File: src/hw/rtl/lkv_pkg.sv
// ----------------------------------------------------------------------------
// lkv_pkg
// shared constants and types for the lru key-value store
// ----------------------------------------------------------------------------
package lkv_pkg;

    localparam int CAPACITY = 16;
    localparam int KEY_W    = 32;
    localparam int VAL_W    = 32;
    localparam int CAP_W    = 5;
    localparam int OCC_W    = $clog2(CAPACITY + 1);

    localparam logic [CAP_W-1:0] CAP_RESET = 5'd16;

    typedef enum logic {
        KIND_LOOKUP = 1'b0,
        KIND_PUT    = 1'b1
    } t_kind;

    typedef struct packed {
        logic             go;
        t_kind            kind;
        logic [CAP_W-1:0] cap;
    } t_row_cmd;

endpackage

File: src/hw/rtl/lru_key_value_store.sv
// a lookup beat passes the input register, then the result register
// throughput: one beat per cycle unless a lookup waits on a stalled result;
// a put yields no result beat; the slot row is updated as a beat leaves the
// input register, so back-to-back beats see each other's effect
// reset (synchronous, active low) empties the store and sets capacity to 16
// at once; key and value slots are not cleared
// ----------------------------------------------------------------------------
// lru_key_value_store
// fully associative lru key-value store with valid/stall channels
// ----------------------------------------------------------------------------
module lru_key_value_store (
    input  logic                              i_clk,
    input  logic                              i_rst_n,
    input  logic                              i_cfg_we,
    input  logic [lkv_pkg::CAP_W-1:0]         i_cfg_wdata,
    input  logic                              i_valid,
    output logic                              o_stall,
    input  logic                              i_kind,
    input  logic signed [lkv_pkg::KEY_W-1:0]  i_lookup_key,
    input  logic signed [lkv_pkg::VAL_W-1:0]  i_write_value,
    output logic                              o_valid,
    input  logic                              i_stall,
    output logic                              o_hit,
    output logic signed [lkv_pkg::VAL_W-1:0]  o_read_value
);

    logic [lkv_pkg::CAP_W-1:0]  r_cap;
    logic                       r_in_valid;
    lkv_pkg::t_kind             r_in_kind;
    logic [lkv_pkg::KEY_W-1:0]  r_in_key;
    logic [lkv_pkg::VAL_W-1:0]  r_in_val;
    logic                       r_out_valid;
    logic                       r_out_hit;
    logic [lkv_pkg::VAL_W-1:0]  r_out_value;

    logic                       out_free;
    logic                       proc_go;
    logic                       in_take;
    logic                       res_load;
    lkv_pkg::t_row_cmd          row_cmd;
    logic                       row_hit;
    logic [lkv_pkg::VAL_W-1:0]  row_value;

    assign out_free = !r_out_valid || !i_stall;
    assign proc_go  = r_in_valid && (r_in_kind == lkv_pkg::KIND_PUT || out_free);
    assign o_stall  = !i_rst_n || (r_in_valid && !proc_go);
    assign in_take  = i_valid && !o_stall;
    assign res_load = proc_go && (r_in_kind == lkv_pkg::KIND_LOOKUP);

    assign row_cmd.go   = proc_go;
    assign row_cmd.kind = r_in_kind;
    assign row_cmd.cap  = r_cap;

    lkv_slot_row u_row (
        .i_clk   (i_clk),
        .i_rst_n (i_rst_n),
        .i_cmd   (row_cmd),
        .i_key   (r_in_key),
        .i_value (r_in_val),
        .o_hit   (row_hit),
        .o_value (row_value)
    );

    always_ff @(posedge i_clk) begin
        if (!i_rst_n) begin
            r_cap       <= lkv_pkg::CAP_RESET;
            r_in_valid  <= 1'b0;
            r_out_valid <= 1'b0;
        end else begin
            if (i_cfg_we) begin
                r_cap <= i_cfg_wdata;
            end
            if (in_take) begin
                r_in_valid <= 1'b1;
            end else if (proc_go) begin
                r_in_valid <= 1'b0;
            end
            if (res_load) begin
                r_out_valid <= 1'b1;
            end else if (!i_stall) begin
                r_out_valid <= 1'b0;
            end
        end
    end

    always_ff @(posedge i_clk) begin
        if (in_take) begin
            r_in_kind <= lkv_pkg::t_kind'(i_kind);
            r_in_key  <= i_lookup_key;
            r_in_val  <= i_write_value;
        end
        if (res_load) begin
            r_out_hit   <= row_hit;
            r_out_value <= row_value;
        end
    end

    assign o_valid      = r_out_valid;
    assign o_hit        = r_out_hit;
    assign o_read_value = r_out_value;

endmodule

File: src/hw/rtl/lkv_slot_row.sv
// ----------------------------------------------------------------------------
// lkv_slot_row
// recency-ordered slot row with associative compare, move-to-front and evict
// ----------------------------------------------------------------------------
module lkv_slot_row (
    input  logic                        i_clk,
    input  logic                        i_rst_n,
    input  lkv_pkg::t_row_cmd           i_cmd,
    input  logic [lkv_pkg::KEY_W-1:0]   i_key,
    input  logic [lkv_pkg::VAL_W-1:0]   i_value,
    output logic                        o_hit,
    output logic [lkv_pkg::VAL_W-1:0]   o_value
);

    logic [lkv_pkg::KEY_W-1:0]    r_key [lkv_pkg::CAPACITY];
    logic [lkv_pkg::KEY_W-1:0]    n_key [lkv_pkg::CAPACITY];
    logic [lkv_pkg::VAL_W-1:0]    r_val [lkv_pkg::CAPACITY];
    logic [lkv_pkg::VAL_W-1:0]    n_val [lkv_pkg::CAPACITY];
    logic [lkv_pkg::OCC_W-1:0]    r_occ;
    logic [lkv_pkg::OCC_W-1:0]    n_occ;

    logic [lkv_pkg::CAPACITY-1:0] match;
    logic [lkv_pkg::CAPACITY-1:0] suffix;
    logic                         hit;
    logic [lkv_pkg::VAL_W-1:0]    hit_val;
    logic [lkv_pkg::OCC_W-1:0]    eff_cap;
    logic [lkv_pkg::OCC_W-1:0]    occ_trim;

    // associative compare over the valid prefix
    always_comb begin
        hit_val = '0;
        for (int i = 0; i < lkv_pkg::CAPACITY; i++) begin
            match[i] = (lkv_pkg::OCC_W'(i) < r_occ) && (r_key[i] == i_key);
            hit_val  = hit_val | (r_val[i] & {lkv_pkg::VAL_W{match[i]}});
        end
        hit = |match;
        for (int i = 0; i < lkv_pkg::CAPACITY; i++) begin
            suffix[i] = |(match >> i);
        end
    end

    // capacity clamp and trim before insert
    always_comb begin
        if (i_cmd.cap == '0) begin
            eff_cap = lkv_pkg::OCC_W'(1);
        end else if (int'(i_cmd.cap) > lkv_pkg::CAPACITY) begin
            eff_cap = lkv_pkg::OCC_W'(lkv_pkg::CAPACITY);
        end else begin
            eff_cap = lkv_pkg::OCC_W'(i_cmd.cap);
        end
        if (r_occ >= eff_cap) begin
            occ_trim = eff_cap - lkv_pkg::OCC_W'(1);
        end else begin
            occ_trim = r_occ;
        end
    end

    always_comb begin
        n_key = r_key;
        n_val = r_val;
        n_occ = r_occ;
        if (i_cmd.go && (i_cmd.kind == lkv_pkg::KIND_PUT || hit)) begin
            // hit: shift slots up to the hit slot; new key: shift the whole row
            for (int i = 1; i < lkv_pkg::CAPACITY; i++) begin
                if (!hit || suffix[i]) begin
                    n_key[i] = r_key[i-1];
                    n_val[i] = r_val[i-1];
                end
            end
            n_key[0] = i_key;
            n_val[0] = (i_cmd.kind == lkv_pkg::KIND_PUT) ? i_value : hit_val;
            if (!hit) begin
                n_occ = occ_trim + lkv_pkg::OCC_W'(1);
            end
        end
    end

    always_ff @(posedge i_clk) begin
        r_key <= n_key;
        r_val <= n_val;
    end

    always_ff @(posedge i_clk) begin
        if (!i_rst_n) begin
            r_occ <= '0;
        end else begin
            r_occ <= n_occ;
        end
    end

    assign o_hit   = hit;
    assign o_value = hit_val;

endmodule

File: config.mk
export PLATFORM = sky130hd
export DESIGN_NAME = lru_key_value_store
export DESIGN_NICKNAME = d
export VERILOG_FILES = /design/src/hw/rtl/lkv_pkg.sv /design/src/hw/rtl/lru_key_value_store.sv /design/src/hw/rtl/lkv_slot_row.sv
export SDC_FILE = /design/constraint.sdc
export NUM_CORES = 2
export LEC_CHECK = 0
export ABC_AREA = 0
export ABC_CLOCK_PERIOD_IN_PS = 7270
export BUFFER_PORTS_ARGS = -buffer_cell sky130_fd_sc_hd__buf_4
export CAP_MARGIN = 20
export CORE_MARGIN = 4
export CORE_UTILIZATION = 30
export CTS_CLUSTER_DIAMETER = 40
export DETAILED_ROUTE_END_ITERATION = 16
export HOLD_SLACK_MARGIN = 0.12
export PLACE_DENSITY_LB_ADDON = 0.3
export SYNTH_ARGS = -nofsm -noshare
export SYNTH_HDL_FRONTEND = slang
export SYNTH_SLANG_ARGS = --single-unit
File: constraint.sdc
create_clock -name i_clk -period 7.27 [get_ports i_clk]
set_clock_uncertainty 0.05 [all_clocks]
set_input_delay 1.0905 -clock i_clk [delete_from_list [all_inputs] [get_ports i_clk]]
set_output_delay 1.0905 -clock i_clk [all_outputs]
set_load 0.02 [all_outputs]
-- Word level (Yosys, flattened, before mapping)
Cells that the tools add are included.
- flip-flop bits (word level): 1134
- input port bits: 75
- output and inout port bits: 35
- logic and storage cells: 198
- add/subtract/negate cells: 2
- order comparisons: 18
- equal/unequal tests: 17
- muxes and demuxes: 8
- bitwise operators: 33
- reduce and logical (&&, ||, !) cells: 79
- operators with widths (kind ; count):
    AND 32 bit ; 16
    equality test 32 bit ; 16
    OR 32 bit ; 15
    < comparator 4 x 5 -> 1 bit (first input constant) ; 8
    two-way mux 32 bit ; 1
    AND reduction 2 bit ; 16
    logical AND 1 bit ; 21
    < comparator 3 x 5 -> 1 bit (first input constant) ; 4
    logical OR 1 bit ; 19
    OR reduction 16 bit ; 1
    two-way mux 5 bit ; 3
    OR reduction 15 bit ; 1
    OR reduction 14 bit ; 1
    OR reduction 13 bit ; 1
    OR reduction 12 bit ; 1
    OR reduction 11 bit ; 1
    < comparator 1 x 5 -> 1 bit (first input constant) ; 2
    < comparator 2 x 5 -> 1 bit (first input constant) ; 2
    OR reduction 10 bit ; 1
    OR reduction 9 bit ; 1
    OR reduction 8 bit ; 1
    OR reduction 7 bit ; 1
    zero test 1 bit ; 6
    OR reduction 6 bit ; 1
    13 further kinds ; 17

-- Logic depth before layout (Yosys ltp)
- depth after elaboration: 19
- mapped depth: 20
- mapped depth without buffers: 19

-- Hierarchy
Synthesis repeated with hierarchy kept, for this count alone.
- cell total of the unflattened synthesis: 2444
- area total of the unflattened synthesis: 44256.2 µm²
- modules (own cells, without submodules) (module ; times used ; cells an instance ; area each (µm²) ; seq. area each (µm²)):
    lkv_slot_row ; 1 ; 2319 ; 41028.1 ; 30849.6
    lru_key_value_store ; 1 ; 125 ; 3228.1 ; 3083.0

-- Least setup slack after synthesis
No wires, ideal clock.
- path kind: input -> register
- start point: input i_stall
- end point: register r_in_key[0] (netlist name) (enable)
- setup time: 0.489 ns
- arrival time: 4.292 ns
- required time: 6.731 ns
- setup slack: 2.439 ns
- stages on the path: 3
- path buffers: 0
- path through: nand2_1 o21ai_0 nor2_1
- longest elaborated chain between the ends: 9
- ends and longest elaborated chain (element ; line ; source):
    start, declared ; lru_key_value_store.sv:22 ; input logic i_stall,
    zero test 1 bit ; - ;
    logical OR 1 bit ; lru_key_value_store.sv:44 ; assign out_free = !r_out_valid || !i_stall;
    logical OR 1 bit ; lru_key_value_store.sv:45 ; assign proc_go = r_in_valid && (r_in_kind == lkv_pkg::KIND_PUT || out_free);
    logical AND 1 bit ; lru_key_value_store.sv:45 ;
    zero test 1 bit ; lru_key_value_store.sv:46 ; assign o_stall = !i_rst_n || (r_in_valid && !proc_go);
    logical AND 1 bit ; lru_key_value_store.sv:46 ;
    logical OR 1 bit ; lru_key_value_store.sv:46 ;
    net o_stall ; lru_key_value_store.sv:17 ; output logic o_stall,
    zero test 1 bit ; lru_key_value_store.sv:47 ; assign in_take = i_valid && !o_stall;
    logical AND 1 bit ; lru_key_value_store.sv:47 ;
    net in_take ; lru_key_value_store.sv:38 ; logic in_take;
    end signal, assigned ; lru_key_value_store.sv:89 ; r_in_key <= i_lookup_key;
    end, declared ; lru_key_value_store.sv:30 ; logic [lkv_pkg::KEY_W-1:0] r_in_key;
The timed path passes the listed nets, and every way through them passes these cells.
A chain may end at the register's enable or synchronous reset.

-- Worst setup path after layout
- start point: register r_in_key[17] (netlist name)
- end point: register u_row.r_val[251] (netlist name) (enable)
- longest elaborated chain between the ends: 6
- ends and longest elaborated chain (element ; line ; source):
    equality test 32 bit ; lkv_slot_row.sv:33 ; match[i] = (lkv_pkg::OCC_W'(i) < r_occ) && (r_key[i] == i_key);
    logical AND 1 bit ; lkv_slot_row.sv:33 ;
    OR reduction 16 bit (*) ; lkv_slot_row.sv:36 ; hit = |match;
    net row_hit ; lru_key_value_store.sv:41 ; logic row_hit;
    zero test 1 bit / logical OR 1 bit (equally long branches) ; lkv_slot_row.sv:65, lkv_slot_row.sv:62 ;
    logical OR 1 bit / logical AND 1 bit (equally long branches) ; lkv_slot_row.sv:65, lkv_slot_row.sv:62 ;
    AND reduction 2 bit (no source line) (*) ; - ;
    end signal, assigned ; lkv_slot_row.sv:80 ; r_val <= n_val;
    end, declared ; lkv_slot_row.sv:17 ; logic [lkv_pkg::VAL_W-1:0] r_val [lkv_pkg::CAPACITY];
The timed path passes the listed nets; every way through them passes the cells marked *.

==> reports/qor.txt <==
status: finished, final reports clean
initial antenna violation count: 2
share of cells above drive strength 1: 0.172
Netlist cell types: 59
DIE WIDTH: 392 um
vias per cell: 4.96
hold_buf cts: 0
Antenna diodes: 0
Setup crit start kind: register
max-slew violations: 0
Worst EP arrival: 5.19 ns
max-cap viol count: 0
R2R Path End: u_row.r_val[251]$_DFFE_PP_
leakage: 0.0171 uW
Residual DRC: 0
r2r startpoint: r_in_key[17]$_DFFE_PP_
kind of cell adding the most delay to the critical path: simple AND/OR/NAND/NOR gates
Stages on worst setup path: 11
Die ar.: 153000 um2
worst skew pair latency: 0.76 ns
TritonCTS clock tree: built
VDD IR max: 0.000238 V
Std-Cell Core Area: 146000 um2
cell type with the largest total area after synthesis: edfxtp_1
total power: 15100 uW
Setup Buffers After CTS: 0
Clock Tree Buf Depth: 3
Max Freq: 204 MHz
crit path max fanout: 64
power density over the cells: 289 nW/um2
mapped cell area: 44200 um2
Avg WL per Cell: 25.3 um
worst endpoint required time: 7.56 ns
DR iter-0 viols: 2129
detailed-route via count: 23.2k
Async SR Flop Fraction: 0
final setup vio count: 0
Initial Utilization: 0.303
Post-synth EDFFs: 1122
worst stage delay on the critical path: 1.00 ns
flop2flop setup slack: 2.37 ns
Fin. Hold Viols: 0
Ys Warns: 0
Rows: 140
fin crit share: 0.674
drt first pass iters: 6
RSZ-0062 raised after global routing: false
most frequent cells in the layout: edfxtp_1 (1122), xor2_1 (429), buf_4 (174)
cell count after synthesis: 2442
first-pass GRT wire length: 170000 um
total number of H-tree levels: 4
Rel. slew slack: 0.236
most common cell after layout, fill and taps aside: edfxtp_1
Post-DRT Antenna Nets: 0
Slew @ Worst Pin: 1.15 ns
final setup TNS: 0 ns
Clock transition at path regs: 0.06 ns
largest net degree at the start of global routing: 65
ys flop type: edfxtp_1
clk root buf: clkbuf_16
Mapped Nets: 2524
hold depth: 0
Reg2Reg Depth: 11
# nets final: 2723
Tmin final: 4.90 ns
vias in the first global route: 23.9k
slowest CP cell: and3_4
Area contributors post-synth: edfxtp_1 (76%), xor2_1 (8.5%), a22oi_1 (1.8%)
Hold/Removal Path Class: reg -> reg
CTS sink cnt: 1134
Cell Chain, Critical Path: buf_4, xor2_1, nor4_1, nand3_1, a2111oi_4, nor4_2, nand4b_2, nor2_4, inv_1, a21o_2, and3_4
Port Buffers: 109
Synth top area share: 0.763
#FFs+latches synth: 1134
num ports: 110
final wirelength: 118000 um
DP Wirelength: 76600 um
# resized after CTS: 0
sequential area share after synthesis: 0.768
total CTS buffers: 142
grt total ovfl: 0
Worst Hold End: u_row.r_val[313]$_DFFE_PP_
die height: 392 um
Layout area overhead: 18.3%
CP bufs+invs: 2
critical path class: reg -> reg
routability cong.: 0.821
Overall Global Routing Usage: 0.153
syn_area_per_cell: 18.1 um2
hold wc startpoint: u_row.r_val[345]$_DFFE_PP_
CP Capture Type: register
-- where the power goes --
part / leakage (uW) / internal [uW] / total, uW / switching [uW]
clock: 0.00231 / 4390 / 7180 / 2790
combinational: 0.00435 / 157 / 463 / 306
sequential: 0.0104 / 7340 / 7460 / 120
total: 0.0171 / 11900 / 15100 / 3220
-- worst max path at each step --
| stage | slack (ns) | from | to |
|---|---|---|---|
| 4_1_cts | 2.32 | r_in_key[17]$_DFFE_PP_ | u_row.r_val[283]$_DFFE_PP_ |
| 2_1_floorplan | 2.44 | i_stall | r_in_key[0]$_DFFE_PP_ |
| 6_report | 2.37 | r_in_key[17]$_DFFE_PP_ | u_row.r_val[251]$_DFFE_PP_ |
| 3_5_place_dp | 2.37 | r_in_key[17]$_DFFE_PP_ | u_row.r_val[286]$_DFFE_PP_ |
| 5_1_grt | 2.16 | r_in_key[24]$_DFFE_PP_ | u_row.r_val[257]$_DFFE_PP_ |
| 3_3_place_gp | 2.15 | r_in_key[15]$_DFFE_PP_ | u_row.r_val[266]$_DFFE_PP_ |
-- kinds of logic after synthesis --
group | Yosys count | share of synthesized area
buffers and inverters | 137 | 0.0186
multiplexers | 38 | 0.00955
XOR/XNOR | 512 | 0.102
flip-flops | 1134 | 0.768
AO/OA/AOI/OAI | 302 | 0.0567
AND/OR/NAND/NOR | 312 | 0.0435
adder cells (fa/ha/maj) | 7 | 0.00198
-- synth_stat cells, types with 5 or more instances --
cell	count
a21oi_1	17
a221oi_1	64
a222oi_1	16
a22o_1	56
a22oi_1	104
and3_1	7
and4_1	5
buf_2	49
buf_4	19
buf_6	23
clkbuf_1	33
dfxtp_1	12
edfxtp_1	1122
ha_1	7
inv_1	11
mux2_2	33
mux2i_1	5
nand2_1	19
nand3_1	45
nand4_1	68
nor2_1	19
nor3_1	16
nor4_1	102
o211a_1	8
o21ai_0	7
xnor2_1	83
xor2_1	429
-- final cells by class --
cell class	instances	area (um2)
inverters	11	41.3
multi-input cells	1171	9610
clock inverters	89	1000
repair buffers	181	1460
well taps	1917	2400
clock buffers	168	3820
fillers	13600	93600
flip-flops and latches	1134	33900
-- state kept, by name (all words and copies together), names as in the netlist --
signal / flops
o_hit: 1
r_in_valid: 1
r_cap: 5
r_in_key: 32
u_row.r_val: 512
r_in_kind: 1
u_row.r_occ: 5
o_valid: 1
o_read_value: 32
u_row.r_key: 512
r_in_val: 32
-- per-stage QoR --
stage	hold WS [ns]	area [um2]	util	std cells	setup slack [ns]
finish	0.386	52300	0.358	4671	2.37
global route	0.383	52300	0.358	4671	2.16
CTS	0.373	52200	0.358	4668	2.32
detailed placement	0.384	47400	0.325	4411	2.37
global placement	0.378	47300	0.324	4409	2.15
floorplan	0.371	44200	-	2442	2.44
-- per-layer routing --
metal,GRT usage,share of wire
met5,0,0.000059
met4,0.0538,0.029
met3,0.0311,0.070
met2,0.250,0.48
met1,0.204,0.42
(Power assumes the default switching activity.)
